$ cat src/rtl/jvpp_pkg.sv
// Package for the JSON validate/pretty-print block: payload types, constants,
// scalar automaton function. No dependencies.
package jvpp_pkg;

   localparam int MAX_DEPTH = 16;
   localparam int DEPTH_W   = 5;

   typedef struct packed {
      logic [7:0] ch;
      logic       last;
   } req_type;

   typedef struct packed {
      logic [7:0] out_char;
      logic       is_status;
      logic       status_error;
      logic       last_in_run;
   } rsp_type;

   // classified job from front to back
   typedef struct packed {
      logic              indent;     // newline plus 2*spaces first
      logic [DEPTH_W-1:0] spaces;    // indentation level
      logic [7:0]        ch;         // main character (if emit_ch)
      logic              emit_ch;
      logic              colon_sp;   // extra space after colon
      logic              status;     // status word at end
      logic              status_err;
   } job_type;

   typedef enum logic [2:0] {
      BK_IDLE, BK_NL, BK_SP, BK_CH, BK_CSP, BK_ST
   } back_state_type;

   localparam logic [4:0] SC_EMPTY   = 5'd0;
   localparam logic [4:0] SC_TRUE    = 5'd4;
   localparam logic [4:0] SC_FALSE   = 5'd9;
   localparam logic [4:0] SC_NULL    = 5'd13;
   localparam logic [4:0] SC_MINUS   = 5'd14;
   localparam logic [4:0] SC_INT     = 5'd15;
   localparam logic [4:0] SC_DOT     = 5'd16;
   localparam logic [4:0] SC_FRAC    = 5'd17;
   localparam logic [4:0] SC_EXP     = 5'd18;
   localparam logic [4:0] SC_EXPSIGN = 5'd19;
   localparam logic [4:0] SC_EXPDIG  = 5'd20;
   localparam logic [4:0] SC_BAD     = 5'd21;

   function automatic logic [4:0] scalar_next(input logic [4:0] s, input logic [7:0] c);
      logic d;
      logic [4:0] n;
      d = (c >= "0") && (c <= "9");
      n = SC_BAD;
      case (s)
         SC_EMPTY: begin
            if (c == "t") n = 5'd1;
            else if (c == "f") n = 5'd5;
            else if (c == "n") n = 5'd10;
            else if (c == "-") n = SC_MINUS;
            else if (d) n = SC_INT;
         end
         5'd1: if (c == "r") n = 5'd2;
         5'd2: if (c == "u") n = 5'd3;
         5'd3: if (c == "e") n = SC_TRUE;
         5'd5: if (c == "a") n = 5'd6;
         5'd6: if (c == "l") n = 5'd7;
         5'd7: if (c == "s") n = 5'd8;
         5'd8: if (c == "e") n = SC_FALSE;
         5'd10: if (c == "u") n = 5'd11;
         5'd11: if (c == "l") n = 5'd12;
         5'd12: if (c == "l") n = SC_NULL;
         SC_MINUS: if (d) n = SC_INT;
         SC_INT: begin
            if (d) n = SC_INT;
            else if (c == ".") n = SC_DOT;
            else if (c == "e" || c == "E") n = SC_EXP;
         end
         SC_DOT: if (d) n = SC_FRAC;
         SC_FRAC: begin
            if (d) n = SC_FRAC;
            else if (c == "e" || c == "E") n = SC_EXP;
         end
         SC_EXP: begin
            if (c == "+" || c == "-") n = SC_EXPSIGN;
            else if (d) n = SC_EXPDIG;
         end
         SC_EXPSIGN, SC_EXPDIG: if (d) n = SC_EXPDIG;
         default: n = SC_BAD;
      endcase
      return n;
   endfunction

   function automatic logic scalar_ok(input logic [4:0] s);
      return s == SC_EMPTY || s == SC_TRUE || s == SC_FALSE || s == SC_NULL ||
             s == SC_INT || s == SC_FRAC || s == SC_EXPDIG;
   endfunction

endpackage

$ cat src/rtl/json_validate_pretty_print.sv
// Streaming JSON validator and two-space pretty printer. The front end parses
// one byte per cycle while the two-entry job queue has room; whitespace
// outside strings makes no job unless it is the last byte. The back end takes
// a job from the queue, emits its output words one by one and takes the next
// job only after the last of them (an open-bracket indent at depth d takes
// 2d+2 words); a stalled result port stops it. A status word follows the last
// byte. Uses jvpp_pkg, jvpp_front, jvpp_queue, jvpp_back.
module json_validate_pretty_print import jvpp_pkg::*; (
   input  logic    clock,
   input  logic    reset,
   input  logic    req_valid,
   output logic    req_ready,
   input  req_type req_data,
   output logic    rsp_valid,
   input  logic    rsp_ready,
   output rsp_type rsp_data
);

   logic    f_valid, f_ready, b_valid, b_ready;
   job_type f_job, b_job;

   jvpp_front u_front (
      .clock(clock), .reset(reset),
      .req_valid(req_valid), .req_ready(req_ready), .req_data(req_data),
      .job_valid(f_valid), .job_ready(f_ready), .job(f_job)
   );

   jvpp_queue u_queue (
      .clock(clock), .reset(reset),
      .in_valid(f_valid), .in_ready(f_ready), .in_job(f_job),
      .out_valid(b_valid), .out_ready(b_ready), .out_job(b_job)
   );

   jvpp_back u_back (
      .clock(clock), .reset(reset),
      .job_valid(b_valid), .job_ready(b_ready), .job(b_job),
      .rsp_valid(rsp_valid), .rsp_ready(rsp_ready), .rsp_data(rsp_data)
   );

endmodule

$ cat src/rtl/jvpp_front.sv
// Front end: parses each byte, keeps syntax state, bracket stack, and
// pushes one job per byte that has output. Uses jvpp_pkg.
module jvpp_front import jvpp_pkg::*; (
   input  logic    clock,
   input  logic    reset,
   input  logic    req_valid,
   output logic    req_ready,
   input  req_type req_data,
   output logic    job_valid,
   input  logic    job_ready,
   output job_type job
);

   logic in_string_ff, in_string_in;
   logic after_escape_ff, after_escape_in;
   logic need_newline_ff, need_newline_in;
   logic after_comma_ff, after_comma_in;
   logic seen_any_ff, seen_any_in;
   logic error_seen_ff, error_seen_in;
   logic [DEPTH_W-1:0] nest_depth_ff, nest_depth_in;
   logic [4:0] scalar_state_ff, scalar_state_in;
   logic [MAX_DEPTH-1:0] stack_ff, stack_in;

   logic [7:0] c;
   logic is_sp, err, sc_ok;
   logic [DEPTH_W:0] depth_p1;
   logic [DEPTH_W-1:0] top_idx;

   assign req_ready = job_ready;
   assign c = req_data.ch;
   assign is_sp = (c == " ") || (c == 8'h09) || (c == 8'h0a) || (c == 8'h0b) ||
                  (c == 8'h0c) || (c == 8'h0d);
   assign sc_ok = scalar_ok(scalar_state_ff);
   assign depth_p1 = {1'b0, nest_depth_ff} + 1'b1;
   assign top_idx = nest_depth_ff - 1'b1;

   always_comb begin
      in_string_in    = in_string_ff;
      after_escape_in = after_escape_ff;
      need_newline_in = need_newline_ff;
      after_comma_in  = after_comma_ff;
      seen_any_in     = seen_any_ff;
      nest_depth_in   = nest_depth_ff;
      scalar_state_in = scalar_state_ff;
      stack_in        = stack_ff;
      err             = 1'b0;
      job             = '0;
      job.ch          = c;
      job.spaces      = nest_depth_ff;
      if (!error_seen_ff) begin
         if (in_string_ff) begin
            job.emit_ch = 1'b1;
            if (after_escape_ff) after_escape_in = 1'b0;
            else if (c == 8'h5c) after_escape_in = 1'b1;
            else if (c == "\"") in_string_in = 1'b0;
         end else if (!is_sp) begin
            seen_any_in = 1'b1;
            after_comma_in = 1'b0;
            if (c == "\"" || c == "{" || c == "[" || c == "}" || c == "]" ||
                c == "," || c == ":") scalar_state_in = SC_EMPTY;
            if (c == "\"") begin
               if (!sc_ok) err = 1'b1;
               else begin
                  job.indent = need_newline_ff;
                  need_newline_in = 1'b0;
                  in_string_in = 1'b1;
                  job.emit_ch = 1'b1;
               end
            end else if (c == "{" || c == "[") begin
               if (!sc_ok || depth_p1 >= (DEPTH_W+1)'(MAX_DEPTH)) err = 1'b1;
               else begin
                  job.indent = need_newline_ff;
                  stack_in[nest_depth_ff[$clog2(MAX_DEPTH)-1:0]] = (c == "{");
                  nest_depth_in = depth_p1[DEPTH_W-1:0];
                  job.emit_ch = 1'b1;
                  need_newline_in = 1'b1;
               end
            end else if (c == "}" || c == "]") begin
               if (!sc_ok || after_comma_ff || nest_depth_ff == '0 ||
                   stack_ff[top_idx[$clog2(MAX_DEPTH)-1:0]] != (c == "}"))
                  err = 1'b1;
               else begin
                  nest_depth_in = top_idx;
                  job.indent = !need_newline_ff;
                  job.spaces = top_idx;
                  job.emit_ch = 1'b1;
                  need_newline_in = 1'b0;
               end
            end else if (c == ",") begin
               if (!sc_ok || nest_depth_ff == '0 || need_newline_ff) err = 1'b1;
               else begin
                  job.emit_ch = 1'b1;
                  need_newline_in = 1'b1;
                  after_comma_in = 1'b1;
               end
            end else if (c == ":") begin
               if (!sc_ok || nest_depth_ff == '0) err = 1'b1;
               else begin
                  job.emit_ch = 1'b1;
                  job.colon_sp = 1'b1;
                  need_newline_in = 1'b0;
               end
            end else begin
               job.indent = need_newline_ff;
               need_newline_in = 1'b0;
               job.emit_ch = 1'b1;
               scalar_state_in = scalar_next(scalar_state_ff, c);
            end
         end
      end
      error_seen_in = error_seen_ff | err;
      if (req_data.last) begin
         job.status = 1'b1;
         job.status_err = error_seen_in || in_string_in || nest_depth_in != '0 ||
                          !seen_any_in || !scalar_ok(scalar_state_in);
      end
      // suppress outputs on error
      if (error_seen_in) begin
         job.indent = 1'b0;
         job.emit_ch = 1'b0;
         job.colon_sp = 1'b0;
      end
   end

   assign job_valid = req_valid && (job.indent || job.emit_ch || job.status);

   always_ff @(posedge clock) begin
      if (reset || (req_valid && req_ready && req_data.last)) begin
         in_string_ff    <= 1'b0;
         after_escape_ff <= 1'b0;
         need_newline_ff <= 1'b0;
         after_comma_ff  <= 1'b0;
         seen_any_ff     <= 1'b0;
         error_seen_ff   <= 1'b0;
         nest_depth_ff   <= '0;
         scalar_state_ff <= SC_EMPTY;
      end else if (req_valid && req_ready) begin
         in_string_ff    <= in_string_in;
         after_escape_ff <= after_escape_in;
         need_newline_ff <= need_newline_in;
         after_comma_ff  <= after_comma_in;
         seen_any_ff     <= seen_any_in;
         error_seen_ff   <= error_seen_in;
         nest_depth_ff   <= nest_depth_in;
         scalar_state_ff <= scalar_state_in;
      end
   end

   always_ff @(posedge clock) begin
      if (req_valid && req_ready) stack_ff <= stack_in;
   end

endmodule

$ cat src/rtl/jvpp_queue.sv
// Two-entry job queue between front and back. Uses jvpp_pkg.
module jvpp_queue import jvpp_pkg::*; (
   input  logic    clock,
   input  logic    reset,
   input  logic    in_valid,
   output logic    in_ready,
   input  job_type in_job,
   output logic    out_valid,
   input  logic    out_ready,
   output job_type out_job
);

   job_type mem_ff [2];
   logic wr_ptr_ff, rd_ptr_ff;
   logic [1:0] count_ff;
   logic push, pop;

   assign in_ready  = count_ff != 2'd2;
   assign out_valid = count_ff != 2'd0;
   assign out_job   = mem_ff[rd_ptr_ff];
   assign push = in_valid && in_ready;
   assign pop  = out_valid && out_ready;

   always_ff @(posedge clock) begin
      if (reset) begin
         wr_ptr_ff <= 1'b0;
         rd_ptr_ff <= 1'b0;
         count_ff  <= 2'd0;
      end else begin
         if (push) wr_ptr_ff <= !wr_ptr_ff;
         if (pop)  rd_ptr_ff <= !rd_ptr_ff;
         count_ff <= count_ff + {1'b0, push} - {1'b0, pop};
      end
   end

   always_ff @(posedge clock) begin
      if (push) mem_ff[wr_ptr_ff] <= in_job;
   end

endmodule

$ cat src/rtl/jvpp_back.sv
// Back end: expands one job into output words (indent run, char, space,
// status) through an output register. Uses jvpp_pkg.
module jvpp_back import jvpp_pkg::*; (
   input  logic    clock,
   input  logic    reset,
   input  logic    job_valid,
   output logic    job_ready,
   input  job_type job,
   output logic    rsp_valid,
   input  logic    rsp_ready,
   output rsp_type rsp_data
);

   back_state_type state_ff, state_in;
   logic [DEPTH_W:0] cnt_ff, cnt_in;
   logic out_free;
   logic emit;
   rsp_type word;
   logic rsp_valid_ff;
   rsp_type rsp_ff;

   // next step after the current one
   function automatic back_state_type after_step(input back_state_type s,
                                                 input job_type j);
      back_state_type n;
      n = BK_IDLE;
      if ((s == BK_NL || s == BK_SP) && j.emit_ch) n = BK_CH;
      else if ((s == BK_NL || s == BK_SP || s == BK_CH) && j.colon_sp) n = BK_CSP;
      else if (s != BK_ST && j.status) n = BK_ST;
      return n;
   endfunction

   assign out_free = !rsp_valid_ff || rsp_ready;

   always_comb begin
      state_in  = state_ff;
      cnt_in    = cnt_ff;
      emit      = 1'b0;
      job_ready = 1'b0;
      word      = '0;
      if (state_ff == BK_IDLE) begin
         if (job_valid) begin
            if (job.indent) state_in = BK_NL;
            else if (job.emit_ch) state_in = BK_CH;
            else state_in = BK_ST;
            cnt_in = {job.spaces, 1'b0};
         end
      end else if (out_free) begin
         emit = 1'b1;
         case (state_ff)
            BK_NL: begin
               word.out_char = 8'h0a;
               state_in = (cnt_ff != '0) ? BK_SP : after_step(BK_NL, job);
            end
            BK_SP: begin
               word.out_char = " ";
               cnt_in = cnt_ff - 1'b1;
               if (cnt_ff == (DEPTH_W+1)'(1)) state_in = after_step(BK_SP, job);
            end
            BK_CH: begin
               word.out_char = job.ch;
               state_in = after_step(BK_CH, job);
            end
            BK_CSP: begin
               word.out_char = " ";
               state_in = after_step(BK_CSP, job);
            end
            BK_ST: begin
               word.is_status = 1'b1;
               word.status_error = job.status_err;
               state_in = BK_IDLE;
            end
            default: state_in = BK_IDLE;
         endcase
         word.last_in_run = (state_in == BK_IDLE);
         job_ready = (state_in == BK_IDLE);
      end
   end

   always_ff @(posedge clock) begin
      if (reset) begin
         state_ff     <= BK_IDLE;
         cnt_ff       <= '0;
         rsp_valid_ff <= 1'b0;
      end else begin
         state_ff <= state_in;
         cnt_ff   <= cnt_in;
         if (emit) rsp_valid_ff <= 1'b1;
         else if (rsp_ready) rsp_valid_ff <= 1'b0;
      end
   end

   always_ff @(posedge clock) begin
      if (emit) rsp_ff <= word;
   end

   assign rsp_valid = rsp_valid_ff;
   assign rsp_data  = rsp_ff;

endmodule
$ cat config.mk
export PLATFORM = sky130hd
export DESIGN_NAME = json_validate_pretty_print
export DESIGN_NICKNAME = d
export VERILOG_FILES = /design/src/rtl/jvpp_pkg.sv /design/src/rtl/json_validate_pretty_print.sv /design/src/rtl/jvpp_front.sv /design/src/rtl/jvpp_queue.sv /design/src/rtl/jvpp_back.sv
export SDC_FILE = /design/constraint.sdc
export NUM_CORES = 1
export LEC_CHECK = 0
export ABC_AREA = 0
export BUFFER_PORTS_ARGS = -buffer_cell sky130_fd_sc_hd__clkbuf_2
export CORE_UTILIZATION = 56
export DETAILED_ROUTE_END_ITERATION = 6
export PLACE_DENSITY_LB_ADDON = 0.12
export SYNTH_ARGS = -nofsm -noshare
export SYNTH_HDL_FRONTEND = slang
export SYNTH_SLANG_ARGS = --single-unit
$ cat constraint.sdc
create_clock -name clock -period 4.35 [get_ports clock]
set_input_delay 0.87 -clock clock [delete_from_list [all_inputs] [get_ports clock]]
set_output_delay 0.87 -clock clock [all_outputs]
set_load 0.1 [all_outputs]
* Yosys cells after proc, flatten, opt, wreduce, memory -nomap -nowiden *
Memory sizes are Yosys's and may differ from the RTL's. A register that Yosys moved wholly into a read port is not among the register bits.
Cells that the tools add are included.
W data, S select, Z words.

operators by class
  add/subtract/negate cells = 5
  order comparisons = 6
  eq/ne operators = 67
  multiplexer cells = 149
  bitwise operators = 8
  reduce and logical (&&, ||, !) cells = 76

operators by type and width
  cell                  number
  $mux W5               38
  $eq A8 B7 Y1 const B  15
  $pmux W5 S17          1
  $mux W1               76
  $eq A8 B6 Y1 const B  7
  $eq A5 B4 Y1 const B  11
  $mux W6               8
  $mux W3               15
  $logic_or A1 B1 Y1    41
  $eq A8 B4 Y1 const B  5
  $eq A5 B5 Y1 const B  7
  $eq A5 B3 Y1 const B  5
  $pmux W8 S3           1
  $bwmux W16            1
  $logic_not A5 Y1      3
  $mux W2               6
  $pmux W3 S4           1
  $eq A5 B2 Y1 const B  2
  $lt A4 B5 Y1 const B  2
  $reduce_and A9 Y1     1
  $ge A8 B6 Y1 const B  1
  $le A8 B6 Y1 const B  1
  $reduce_bool A2 Y1    4
  $logic_and A1 B1 Y1   7
  other kinds (33)      52

word-level totals
  register bits = 57
  RAM bits = 36
  output and inout port bits = 13
  word-level logic and storage cells = 331
  memories kept = 1

memory list
  memory          words  width  rd ports  clocked after Yosys merged registers in  wr ports  line              text
  u_queue.mem_ff  2      18     1         1                                        1         jvpp_queue.sv:13  job_type mem_ff [2];

* Logic depth before layout (Yosys ltp) *
Gate-level depths: netlist (run 1).

  word-level depth = 31
  mapped depth = 17

* Cells and area by module *
From an unflattened synthesis (run 1), not the netlist that was laid out.

unflattened totals
  cells, all modules = 642
  area total of the unflattened synthesis = 6,117.1 um2

modules (own cells, without submodules)
  module      instances  cells an instance  area each (um2)
  jvpp_front  1          427                3,337.0
  jvpp_queue  1          85                 1,556.5
  jvpp_back   1          130                1,223.7

* Worst setup path after synthesis (run 1) *
No wires, ideal clock.

  kind = register -> register
  start point = register u_front.nest_depth_ff[0]
  end point = memory u_queue.mem_ff[0][0] (netlist name) (enable)
  library setup time = 0.416 ns
  data arrival time = 3.916 ns
  slack = 0.018 ns
  stages on the path, launching flop included = 14
  buffers on the path = 2
  clock period less this slack = 4.332 ns
  path through = dfxtp_1 > buf_2 > inv_1 > ha_1 > clkbuf_1 > mux4_2 > nand2_1 > nand3_1 > o31a_1 > xnor2_1 > o31ai_1 > a21oi_1 > o31a_1 > nor3_1

on the way
  longest elaborated chain between the ends = 20
  elaborated cells between the ends (all ways) = 53
  classes of those cells = add/sub: 2; order compare: 1; eq/ne: 1; mux: 38; bitwise: 1; reduce/logical: 10

RTL lines
  item                                  line               text
  start, declared                       jvpp_front.sv:20   logic [DEPTH_W-1:0] nest_depth_ff, nest_depth_in;
  start signal, assigned                jvpp_front.sv:144  nest_depth_ff <= nest_depth_in;
  $sub A5 B1 Y5                         jvpp_front.sv:35   assign top_idx = nest_depth_ff - 1'b1;
  $bmux W1 S4                           jvpp_front.sv:80   stack_ff[top_idx[$clog2(MAX_DEPTH)-1:0]] != (c == "}"))
  $mux W1 (implied by the code)         jvpp_front.sv:80
  $ne A1 B1 Y1                          jvpp_front.sv:80
  $logic_or A1 B1 Y1                    jvpp_front.sv:79   if (!sc_ok || after_comma_ff || nest_depth_ff == '0 ||
  $mux W1                               jvpp_front.sv:79
  $mux W1                               jvpp_front.sv:78   end else if (c == "}" || c == "]") begin
  $mux W1                               jvpp_front.sv:69   end else if (c == "{" || c == "[") begin
  (+3 left out)                         --
  $mux W1                               jvpp_front.sv:50   if (!error_seen_ff) begin
  $or A1 B1 Y1                          jvpp_front.sv:111  error_seen_in = error_seen_ff | err;
  $mux W1 or $mux W2 (tied branches)    jvpp_front.sv:118  if (error_seen_in) begin
  $logic_or A1 B1 Y1 (*) (2 in series)  jvpp_front.sv:125  assign job_valid = req_valid && (job.indent || job.emit_ch || job.status);
  $logic_and A1 B1 Y1 (*)               jvpp_front.sv:125
  $logic_and A1 B1 Y1 (*)               jvpp_queue.sv:21   assign push = in_valid && in_ready;
  $mux W1 (*)                           jvpp_queue.sv:37   if (push) mem_ff[wr_ptr_ff] <= in_job;
  $mux W1 (implied by the code) (*)     jvpp_queue.sv:37
  end, declared                         jvpp_queue.sv:13

Every way passes the cells marked *; elsewhere a longest branch is shown, timed or not. The select of a mux whose other input is x is not followed.

* Final worst setup path (run 1) *
  start point = register u_front.nest_depth_ff[1]
  end point = memory u_queue.mem_ff[1][6] (netlist name) (enable)

The elaborated chain is that of the path after synthesis.

==> results of run 1 <==
[cells in the final DEF (no fill, tap or decap), types with 7 or more instances in the layout]
cell / netlist / routed
nor2_1: 81 / 81
edfxtp_1: 63 / 63
nand2_1: 43 / 43
a21oi_1: 43 / 43
dfxtp_1: 31 / 31
nor3_1: 30 / 29
clkbuf_2: 0 / 25
o21ai_0: 23 / 23
buf_4: 0 / 20
inv_1: 19 / 19
mux2i_1: 19 / 19
nand3_1: 18 / 18
nor2b_1: 16 / 16
and2_1: 15 / 15
nand2b_1: 12 / 12
xnor2_1: 12 / 12
nor4_1: 10 / 10
and3_1: 10 / 10
a211oi_1: 10 / 10
a22oi_1: 9 / 9
clkbuf_8: 0 / 9
ha_1: 8 / 8
a31oi_1: 7 / 7
[layout make-up]
| type | count | share of cell area |
|---|---|---|
| Clock buffer | 9 | 0.0197 |
| Clock inverter | 7 | 0.0135 |
| Inverter | 20 | 0.0119 |
| Multi-Input combinational cell | 481 | 0.482 |
| Sequential cell | 94 | 0.400 |
| Tap cell | 133 | 0.0265 |
| Timing Repair Buffer | 46 | 0.0470 |
[worst reg2reg max path, stage by stage, from the launching register on]
cell and delay (ns):
dfxtp_1 0.50, inv_1 0.14, ha_1 0.50, mux4_2 0.37
nand2_1 0.09, nand3_1 0.08, o31a_1 0.20, xnor2_1 0.15
o31ai_1 0.27, a21oi_1 0.21, o31ai_1 0.31, and3_1 0.45
buf_12 0.20
[power breakdown]
group	internal, mW	switching [mW]	total (mW)
sequential	1.15	0.111	1.26
clock	0.273	0.323	0.596
combinational	0.445	1.05	1.49
total	1.86	1.48	3.35
[layer usage]
layer / wire, um / up-vias / part of all wire
met5: 0 / - / 0
met4: 329 / 0 / 0.024
met3: 857 / 33 / 0.063
met2: 6540 / 190 / 0.48
met1: 5880 / 2345 / 0.43
li1: - / 2384 / -
[worst max path at each step]
stage	startpoint	to	cells after the start
4_1_cts	u_front.nest_depth_ff[1]$_SDFFE_PP0P_	u_queue.mem_ff[1][6]$_DFFE_PP_	12
3_3_place_gp	req_data[5]	u_queue.mem_ff[1][0]$_DFFE_PP_	10
6_report	u_front.nest_depth_ff[1]$_SDFFE_PP0P_	u_queue.mem_ff[1][6]$_DFFE_PP_	12
5_1_grt	u_front.nest_depth_ff[1]$_SDFFE_PP0P_	u_queue.mem_ff[1][0]$_DFFE_PP_	12
2_1_floorplan	u_front.nest_depth_ff[0]$_SDFFE_PP0P_	u_queue.mem_ff[0][0]$_DFFE_PP_	13
3_5_place_dp	req_data[5]	u_queue.mem_ff[0][0]$_DFFE_PP_	9
[state kept, by name, summed over array words and instances (netlist names), named ones only]
register	cells
u_back.cnt_ff	6
u_back.rsp_data	11
u_back.rsp_valid	1
u_back.state_ff	3
u_front.after_comma_ff	1
u_front.after_escape_ff	1
u_front.error_seen_ff	1
u_front.in_string_ff	1
u_front.need_newline_ff	1
u_front.nest_depth_ff	5
u_front.scalar_state_ff	5
u_front.seen_any_ff	1
u_front.stack_ff	16
u_queue.count_ff	2
u_queue.mem_ff	36
u_queue.rd_ptr_ff	1
u_queue.wr_ptr_ff	1
[cells by family after synthesis]
group | after synthesis
mux | 26
compound gates | 140
fa+ha+maj | 9
simple gates | 291
xor+xnor | 15
flops | 94
buf+inv | 63
==> results.toml, run 1 <==
[yosys]
synth.area.top_cells = "edfxtp_1 33%, dfxtp_1 11%, nor2_1 5.2%, a21oi_1 3.7%, mux2i_1 3.3%"
synth.most_common_cell = "nor2_1"
synth-edff-count = 63
synth_top_family_by_area = "simple AND/OR/NAND/NOR gates"
yosys_warnings = 0
async_reset_ff_frac = 0
yosysTopAreaCell = "edfxtp_1"
synth-main-ff-cell = "edfxtp_1"
synth_fa_ha_area_frac = 0.0190
muxShareOfSynthArea = 0.0507
syn_area_mm2 = 0.00580
postSynthAreaPerCell_um2 = 9.09
netlist.area_leader.share = 0.326
ys_seq_area_frac = 0.433
synthSimpleGateAreaFrac = 0.270
netlist_top_cells_count = "81 x nor2_1, 63 x edfxtp_1, 43 x a21oi_1, 43 x nand2_1, 31 x dfxtp_1"
yosys_register_bits = 94
synthCells = 638
synth_xor_area_frac = 0.0227
synth_cell_types = 76
synth_nets = 659
synth_compound_area_frac = 0.160

[worst_setup_path]
worstPathRequired_ns = 4.45
worst_r2r_startpoint = "u_front.nest_depth_ff[1]$_SDFFE_PP0P_"
cpMaxStageDelayCell = "dfxtp_1"
cp_common_cell = "o31ai_1"
path_buf_inv = 2
crit_fanout = 13
r2r_end = "u_queue.mem_ff[1][6]$_DFFE_PP_"
r2r_cells = 12
worst-endpoint-arrival_ns = 3.84
crit_path_cell_trace = "inv_1 > ha_1 > mux4_2 > nand2_1 > nand3_1 > o31a_1 > xnor2_1 > o31ai_1 > a21oi_1 > o31ai_1 > and3_1 > buf_12"
r2r_setup_slack_ns = 0.60
cp-start-kind = "flip-flop"
slowest_delay_ns = 0.50
crit_family = "compound AO/OA/AOI/OAI gates"
worstSetupPathType = "flip-flop to flip-flop"
worst_setup_path_end_kind = "flip-flop"

[routing]
first_pass_iters = 5
wl_per_cell_um = 17.2
ant_nets = 0
drc = 0
drt-initial-drc-count = 473
totalWireLength_um = 13600
vias = 4952
routed_via_density = 6.27

[floorplanning]
start_util = 0.585
die_h_um = 104
rows = 36
dieArea_mm2 = 0.0108
io_pins = 26
die_w_um = 104
core_area_mm2 = 0.00991

[place]
pre_cts_slack_ns = 0.287
hpwl_um = 9800
place_area_mm2 = 0.00608
port_buffers = 25
place_inst = 774
place_congestion = 0.917

[run]
cap_violations = 0

[cts]
post_cts.resized_instances = 0
post_cts_buffers = 0
clock_sinks = 94
path_clk_slew_ns = 0.09
clock_latency_ns = 0.38
root_buffer = "clkbuf_8"
htreeDepth = 3
cts_tree = "yes"
hold_buffers = 0
cts_max_path_buffers = 2
numCtsBuffers = 9

[cells_and_area]
syn_to_final_growth_pct = 8.48
diodes = 0
fin_nets = 673
drive_gt1_frac = 0.125
fin_cells = 790
nFillCells = 853
multi_input_area_mm2 = 0.00303
final_area_mm2 = 0.00629
final-seq-area_mm2 = 0.00251
final_core_util = 0.635

[global_routing]
grt_overflow = 0
grtUsageTotal = 0.263
grt_pass1_wl_um = 22500
grt_start_max_net_pins = 26
antenna_found_initial = 0
busiest_layer = "met2"
grt_use_met3 = 0.0579
met2_usage = 0.433
met1_usage = 0.339
grt_pass1_vias = 4532

[sta]
finalSetupTns_ns = 0
skew_ns = 0.0109
slew_violations = 0
min_period_ns = 3.75
hold_violations = 0
fin_crit_sh = 0.861
setup_violations = 0
rsz0062_at_grt = "false"
max_freq_ghz = 0.267
setup_ws_ns = 0.603
whs_ns = 0.469
slew_headroom = 0.347
worstMarginPinSlew_ns = 0.956

[run_status]
status = "finished, final reports clean"

[hold_path]
hp-class = "flip-flop to flip-flop"
min_to = "u_front.seen_any_ff$_SDFFE_PP0P_"
hp-start = "u_front.seen_any_ff$_SDFFE_PP0P_"
hold_depth = 2

[power_and_ir_drop]
p_leak_nw = 2.24
power.density_mw_per_mm2 = 532
ir_worst_vdd_v = 0.000475
power_mw = 3.35
Power figures use the tool's default switching activity.
==> run 2, diff against run 1 <==
- clock period: 4.35 -> 4.1 ns (I/O delays scaled with it)
==> results.toml, run 2 (synthesis results as in run 1) <==
[run_status]
status = "finished, final reports clean"

[worst_setup_path]
worstPathRequired_ns = 4.18
worst-endpoint-arrival_ns = 3.73
slowest_delay_ns = 0.54
crit_fanout = 11
crit_path_cell_trace = "inv_1 > ha_1 > xnor2_1 > o21ai_1 > o22ai_1 > o31a_1 > mux2i_2 > nor2_1 > or2_2 > a2111oi_0 > a41oi_1"
worst_setup_path_end_kind = "flip-flop"
worstSetupPathType = "flip-flop to flip-flop"
startpoint = "u_front.nest_depth_ff[1]$_SDFFE_PP0P_"
path_buf_inv = 1
cp-start-kind = "flip-flop"
cpMaxStageDelayCell = "dfxtp_1"
worst_r2r_startpoint = "u_front.nest_depth_ff[1]$_SDFFE_PP0P_"
crit_family = "compound AO/OA/AOI/OAI gates"

[routing]
totalWireLength_um = 13200
wl_per_cell_um = 16.6
routed_via_density = 6.16
first_pass_iters = 5
ant_nets = 0
vias = 4876
drc = 0
drt-initial-drc-count = 415

[floorplanning]
io_pins = 26
rows = 36
dieArea_mm2 = 0.0108
die_w_um = 104
die_h_um = 104
start_util = 0.585
core_area_mm2 = 0.00991

[run]
cap_violations = 0

[cts]
numCtsBuffers = 9
root_buffer = "clkbuf_8"
cts_max_path_buffers = 2
post_cts_buffers = 0
post_cts.resized_instances = 0
clock_sinks = 94
hold_buffers = 0
path_clk_slew_ns = 0.09
cts_tree = "yes"
clock_latency_ns = 0.36
htreeDepth = 3

[cells_and_area]
drive_gt1_frac = 0.126
final_common_cell = "nor2_1"
regMostFlops = "u_queue.mem_ff"
diodes = 0
fin_nets = 675
nFillCells = 847
syn_to_final_growth_pct = 8.61
layout_common_cells = "81 x nor2_1, 63 x edfxtp_1, 43 x nand2_1, 43 x a21oi_1, 31 x dfxtp_1"
largest_reg_flops = 36

[sta]
worstMarginPinSlew_ns = 0.862
setup_violations = 0
setup_ws_ns = 0.451
finalSetupTns_ns = 0
hold_violations = 0
skew_ns = 0.00955
slew_violations = 0
min_period_ns = 3.65
slew_headroom = 0.423
max_freq_ghz = 0.274
fin_crit_sh = 0.890
rsz0062_at_grt = "false"

[power_and_ir_drop]
ir_worst_vdd_v = 0.000497
p_leak_nw = 2.25
power.density_mw_per_mm2 = 568

[global_routing]
antenna_found_initial = 0
grt_pass1_wl_um = 21500
busiest_layer = "met2"
met2_usage = 0.402
grtUsageTotal = 0.246
grt_use_met3 = 0.0434
met1_usage = 0.328
grt_pass1_vias = 4521
grt_overflow = 0
grt_start_max_net_pins = 23

[hold_path]
hp-start = "u_front.seen_any_ff$_SDFFE_PP0P_"
hp-class = "flip-flop to flip-flop"

[place]
place_congestion = 0.939
port_buffers = 25
pre_cts_slack_ns = 0.280
hpwl_um = 9390
## run 2: cell count changes in the layout (fill, tap and decap cells not counted), sizes merged
cell and change:
buf +2, clkinv -2, clkbuf +1, bufinv +1
## run 2: worst paths after layout
check	end	slack [ns]	cells after the start
max reg2reg	u_queue.mem_ff[0][0]$_DFFE_PP_	0.45	11
min	u_front.seen_any_ff$_SDFFE_PP0P_	0.45	2
max	u_queue.mem_ff[0][0]$_DFFE_PP_	0.45	11
min reg2reg	u_front.seen_any_ff$_SDFFE_PP0P_	0.45	2
## run 2: stage by stage
step                      utilization  instance area [um^2]  std cells  power [mW]  hold slack [ns]
final                           0.635                  6300        792        3.57            0.454
after global routing            0.635                  6300        792        3.77            0.479
after CTS                       0.635                  6300        792        3.58            0.452
after detailed placement        0.614                  6080        776        2.92            0.439
after global placement          0.614                  6080        776        2.90            0.433
after floorplan                     -                  5800        638        2.64            0.426
## run 2: routing by layer
| layer | up-vias | share of wire |
|---|---|---|
| met5 | - | 0 |
| li1 | 2379 | - |
| met2 | 191 | 0.48 |
| met3 | 26 | 0.051 |
| met1 | 2280 | 0.45 |
| met4 | 0 | 0.022 |
## run 2: cell type report
class                   count  area, um^2  share of cell area
multi-input cells         481        3030               0.481
clock buffers              10         128              0.0203
repair buffers             48         298              0.0473
inverters                  20        75.1              0.0119
clock inverters             6        86.3              0.0137
flip-flops and latches     94        2510               0.399
well taps                 133         166              0.0264
## run 2: worst register-to-register path, stage by stage (launching register included)
cell,delay (ns)
dfxtp_1,0.54
inv_1,0.15
ha_1,0.38
xnor2_1,0.27
o21ai_1,0.12
o22ai_1,0.19
o31a_1,0.23
mux2i_2,0.49
nor2_1,0.11
or2_2,0.32
a2111oi_0,0.41
a41oi_1,0.19
## run 2: power by group
group,switching (mW),leakage [nW],internal [mW]
sequential,0.0960,0.848,1.21
combinational,1.13,1.30,0.474
clock,0.317,0.107,0.344
==> run 3, diff against run 2 <==
- SYNTH_HIERARCHICAL: not set -> 1
- clock period: 4.1 -> 4.6 ns (I/O delays scaled with it)
==> results.toml, run 3 <==
[run_status]
status = "finished, final reports clean"

[cts]
clock_latency_ns = 0.38
clock_sinks = 94
numCtsBuffers = 9
cts_tree = "yes"
htreeDepth = 3
root_buffer = "clkbuf_8"
path_clk_slew_ns = 0.09
cts_max_path_buffers = 2

[routing]
wl_per_cell_um = 18.1
routed_via_density = 6.43
drt-initial-drc-count = 380
totalWireLength_um = 13900
drc = 0
first_pass_iters = 5
vias = 4954
ant_nets = 0

[hold_path]
hold_depth = 2
hp-class = "flip-flop to flip-flop"

[worst_setup_path]
critical_path_depth = 16
crit_path_cell_trace = "inv_1 > ha_1 > mux4_2 > mux4_2 > xnor2_1 > nor3_1 > o21a_1 > a31oi_1 > nor2_1 > o21a_1 > nand3_1 > o21ai_0 > nor2_1 > ha_1 > nor4_1 > nor3_2"
worstSetupPathType = "flip-flop to flip-flop"
r2r_setup_slack_ns = 0.51
cpMaxStageDelayCell = "mux4_2"
crit_fanout = 11
worst-endpoint-arrival_ns = 4.35
worstPathRequired_ns = 4.86
slowest_delay_ns = 0.54
path_buf_inv = 1
worst_setup_path_end_kind = "flip-flop"
crit_family = "simple AND/OR/NAND/NOR gates"
r2r_cells = 16
cp-start-kind = "flip-flop"

[place]
place_congestion = 0.951
port_buffers = 25
pre_cts_slack_ns = 0.291
place_inst = 755
place_area_mm2 = 0.00617
hpwl_um = 9810

[power_and_ir_drop]
p_sw_mw = 1.48
comb_power_share = 0.434
p_int_mw = 1.95
p_leak_nw = 2.17
switching_share = 0.432
p_clk_frac = 0.196
power_mw = 3.43
power.density_mw_per_mm2 = 534
ir_worst_vdd_v = 0.000438
p_seq_frac = 0.370

[cells_and_area]
final_area_mm2 = 0.00642
largest_reg_flops = 36
layout_common_cells = "77 x nor2_1, 63 x edfxtp_1, 40 x nand2_1"
diodes = 0
nFillCells = 908
syn_to_final_growth_pct = 4.95
final_common_cell = "nor2_1"
drive_gt1_frac = 0.123
final_core_util = 0.614
regMostFlops = "u_queue/mem_ff"
fin_cells = 771
fin_nets = 652

[floorplanning]
start_util = 0.585
io_pins = 26
dieArea_mm2 = 0.0113
rows = 37
core_area_mm2 = 0.0105
die_w_um = 107
die_h_um = 107

[yosys]
synthCells = 642
async_reset_ff_frac = 0
synth_nets = 664
synth-edff-count = 63
postSynthAreaPerCell_um2 = 9.53
yosys_register_bits = 94
synth_cell_types = 89
yosysTopAreaCell = "edfxtp_1"
netlist_top_cells_count = "77 x nor2_1, 63 x edfxtp_1, 40 x nand2_1, 31 x dfxtp_1, 28 x a21oi_1"
netlist.area_leader.share = 0.309
synth.most_common_cell = "nor2_1"
ys_seq_area_frac = 0.411
syn_area_mm2 = 0.00612
yosys_warnings = 6
synth.area.top_cells = "edfxtp_1 31%, dfxtp_1 10%, nor2_1 4.7%, mux2_1 3.3%, nand2_1 2.5%"
synth-main-ff-cell = "edfxtp_1"

[global_routing]
grt_start_max_net_pins = 30
antenna_found_initial = 0
grtUsageTotal = 0.258
grt_overflow = 0
grt_pass1_wl_um = 22800
grt_pass1_vias = 4598

[sta]
finalSetupTns_ns = 0
rsz0062_at_grt = "false"
worstMarginPinSlew_ns = 0.903
slew_violations = 0
setup_violations = 0
max_freq_ghz = 0.244
slew_headroom = 0.397
min_period_ns = 4.09
skew_ns = 0.0118
whs_ns = 0.480
setup_ws_ns = 0.505
fin_crit_sh = 0.890
hold_violations = 0

[run]
cap_violations = 0
-- run 3: changes by cell type after synthesis, sizes merged, moves of 6 or more --
cell	change
nor2	-6
mux2	+16
and2	-9
nor2b	-8
a21oi	-15
nand3	-10
buf	+15
mux2i	-17
nor4b	+7
nor3	-7
-- run 3: timing repair --
item / CTS / global route
gates resized for setup: 0 / 1
buffers inserted: 0 / 0
hold buffers: 0 / 0
setup endpoints to repair: 0 / 1
-- run 3: kinds of logic (layout without fill, tap and decap cells) --
logic type	Yosys count	after routing	share of synthesized area
multiplexers	28	28	0.0601
flip-flops	94	94	0.411
XOR/XNOR	15	15	0.0227
AND/OR/NAND/NOR	274	274	0.256
adder cells (fa/ha/maj)	10	10	0.0200
buffers and inverters	75	68	0.0610
AO/OA/AOI/OAI	146	146	0.169
-- run 3: worst reg2reg max path: cells and delay by family, from the launching register on --
kind | cells | cell delay (ns)
buffers and inverters | 1 | 0.20
adders and majority gates | 2 | 0.70
and+or+nand+nor | 6 | 0.93
xor gates and xnor gates | 1 | 0.16
AOI/OAI and AO/OA | 4 | 0.62
muxes | 2 | 0.89
DFF | 1 | 0.49
-- run 3: layout make-up --
class / instances / area (um^2) / share of cell area
clock buffer: 11 / 141 / 0.0220
clock inverter: 5 / 106 / 0.0166
inverter: 19 / 71.3 / 0.0111
multi-input combinational: 473 / 3230 / 0.503
sequential: 94 / 2510 / 0.392
tap: 136 / 170 / 0.0265
timing repair buffer: 33 / 185 / 0.0288
-- run 3: per-layer routing --
layer / up-vias / part of all wire / global-route usage
li1: 2376 / - / -
met1: 2385 / 0.45 / 0.339
met2: 166 / 0.48 / 0.424
met3: 27 / 0.054 / 0.0490
met4: 0 / 0.020 / 0.0910
met5: - / 0 / 0
-- run 3: power by group through the flow --
| stage | logic, mW | registers [mW] | clock network [mW] |
|---|---|---|---|
| 6_report | 1.49 | 1.27 | 0.671 |
| 5_1_grt | 1.62 | 1.29 | 0.714 |
| 4_1_cts | 1.49 | 1.27 | 0.684 |
| 3_5_place_dp | 1.48 | 1.29 | 0 |
| 3_3_place_gp | 1.45 | 1.28 | 0 |
| 2_1_floorplan | 0.939 | 1.55 | 0 |
-- run 3: path summary, 6_finish.rpt --
kind | from | end
setup / recovery | u_front/nest_depth_ff[0]$_SDFFE_PP0P_ | u_queue/count_ff[1]$_SDFF_PP0_
setup reg to reg | u_front/nest_depth_ff[0]$_SDFFE_PP0P_ | u_queue/count_ff[1]$_SDFF_PP0_
hold reg to reg | u_front/seen_any_ff$_SDFFE_PP0P_ | u_front/seen_any_ff$_SDFFE_PP0P_
hold / removal | u_front/seen_any_ff$_SDFFE_PP0P_ | u_front/seen_any_ff$_SDFFE_PP0P_
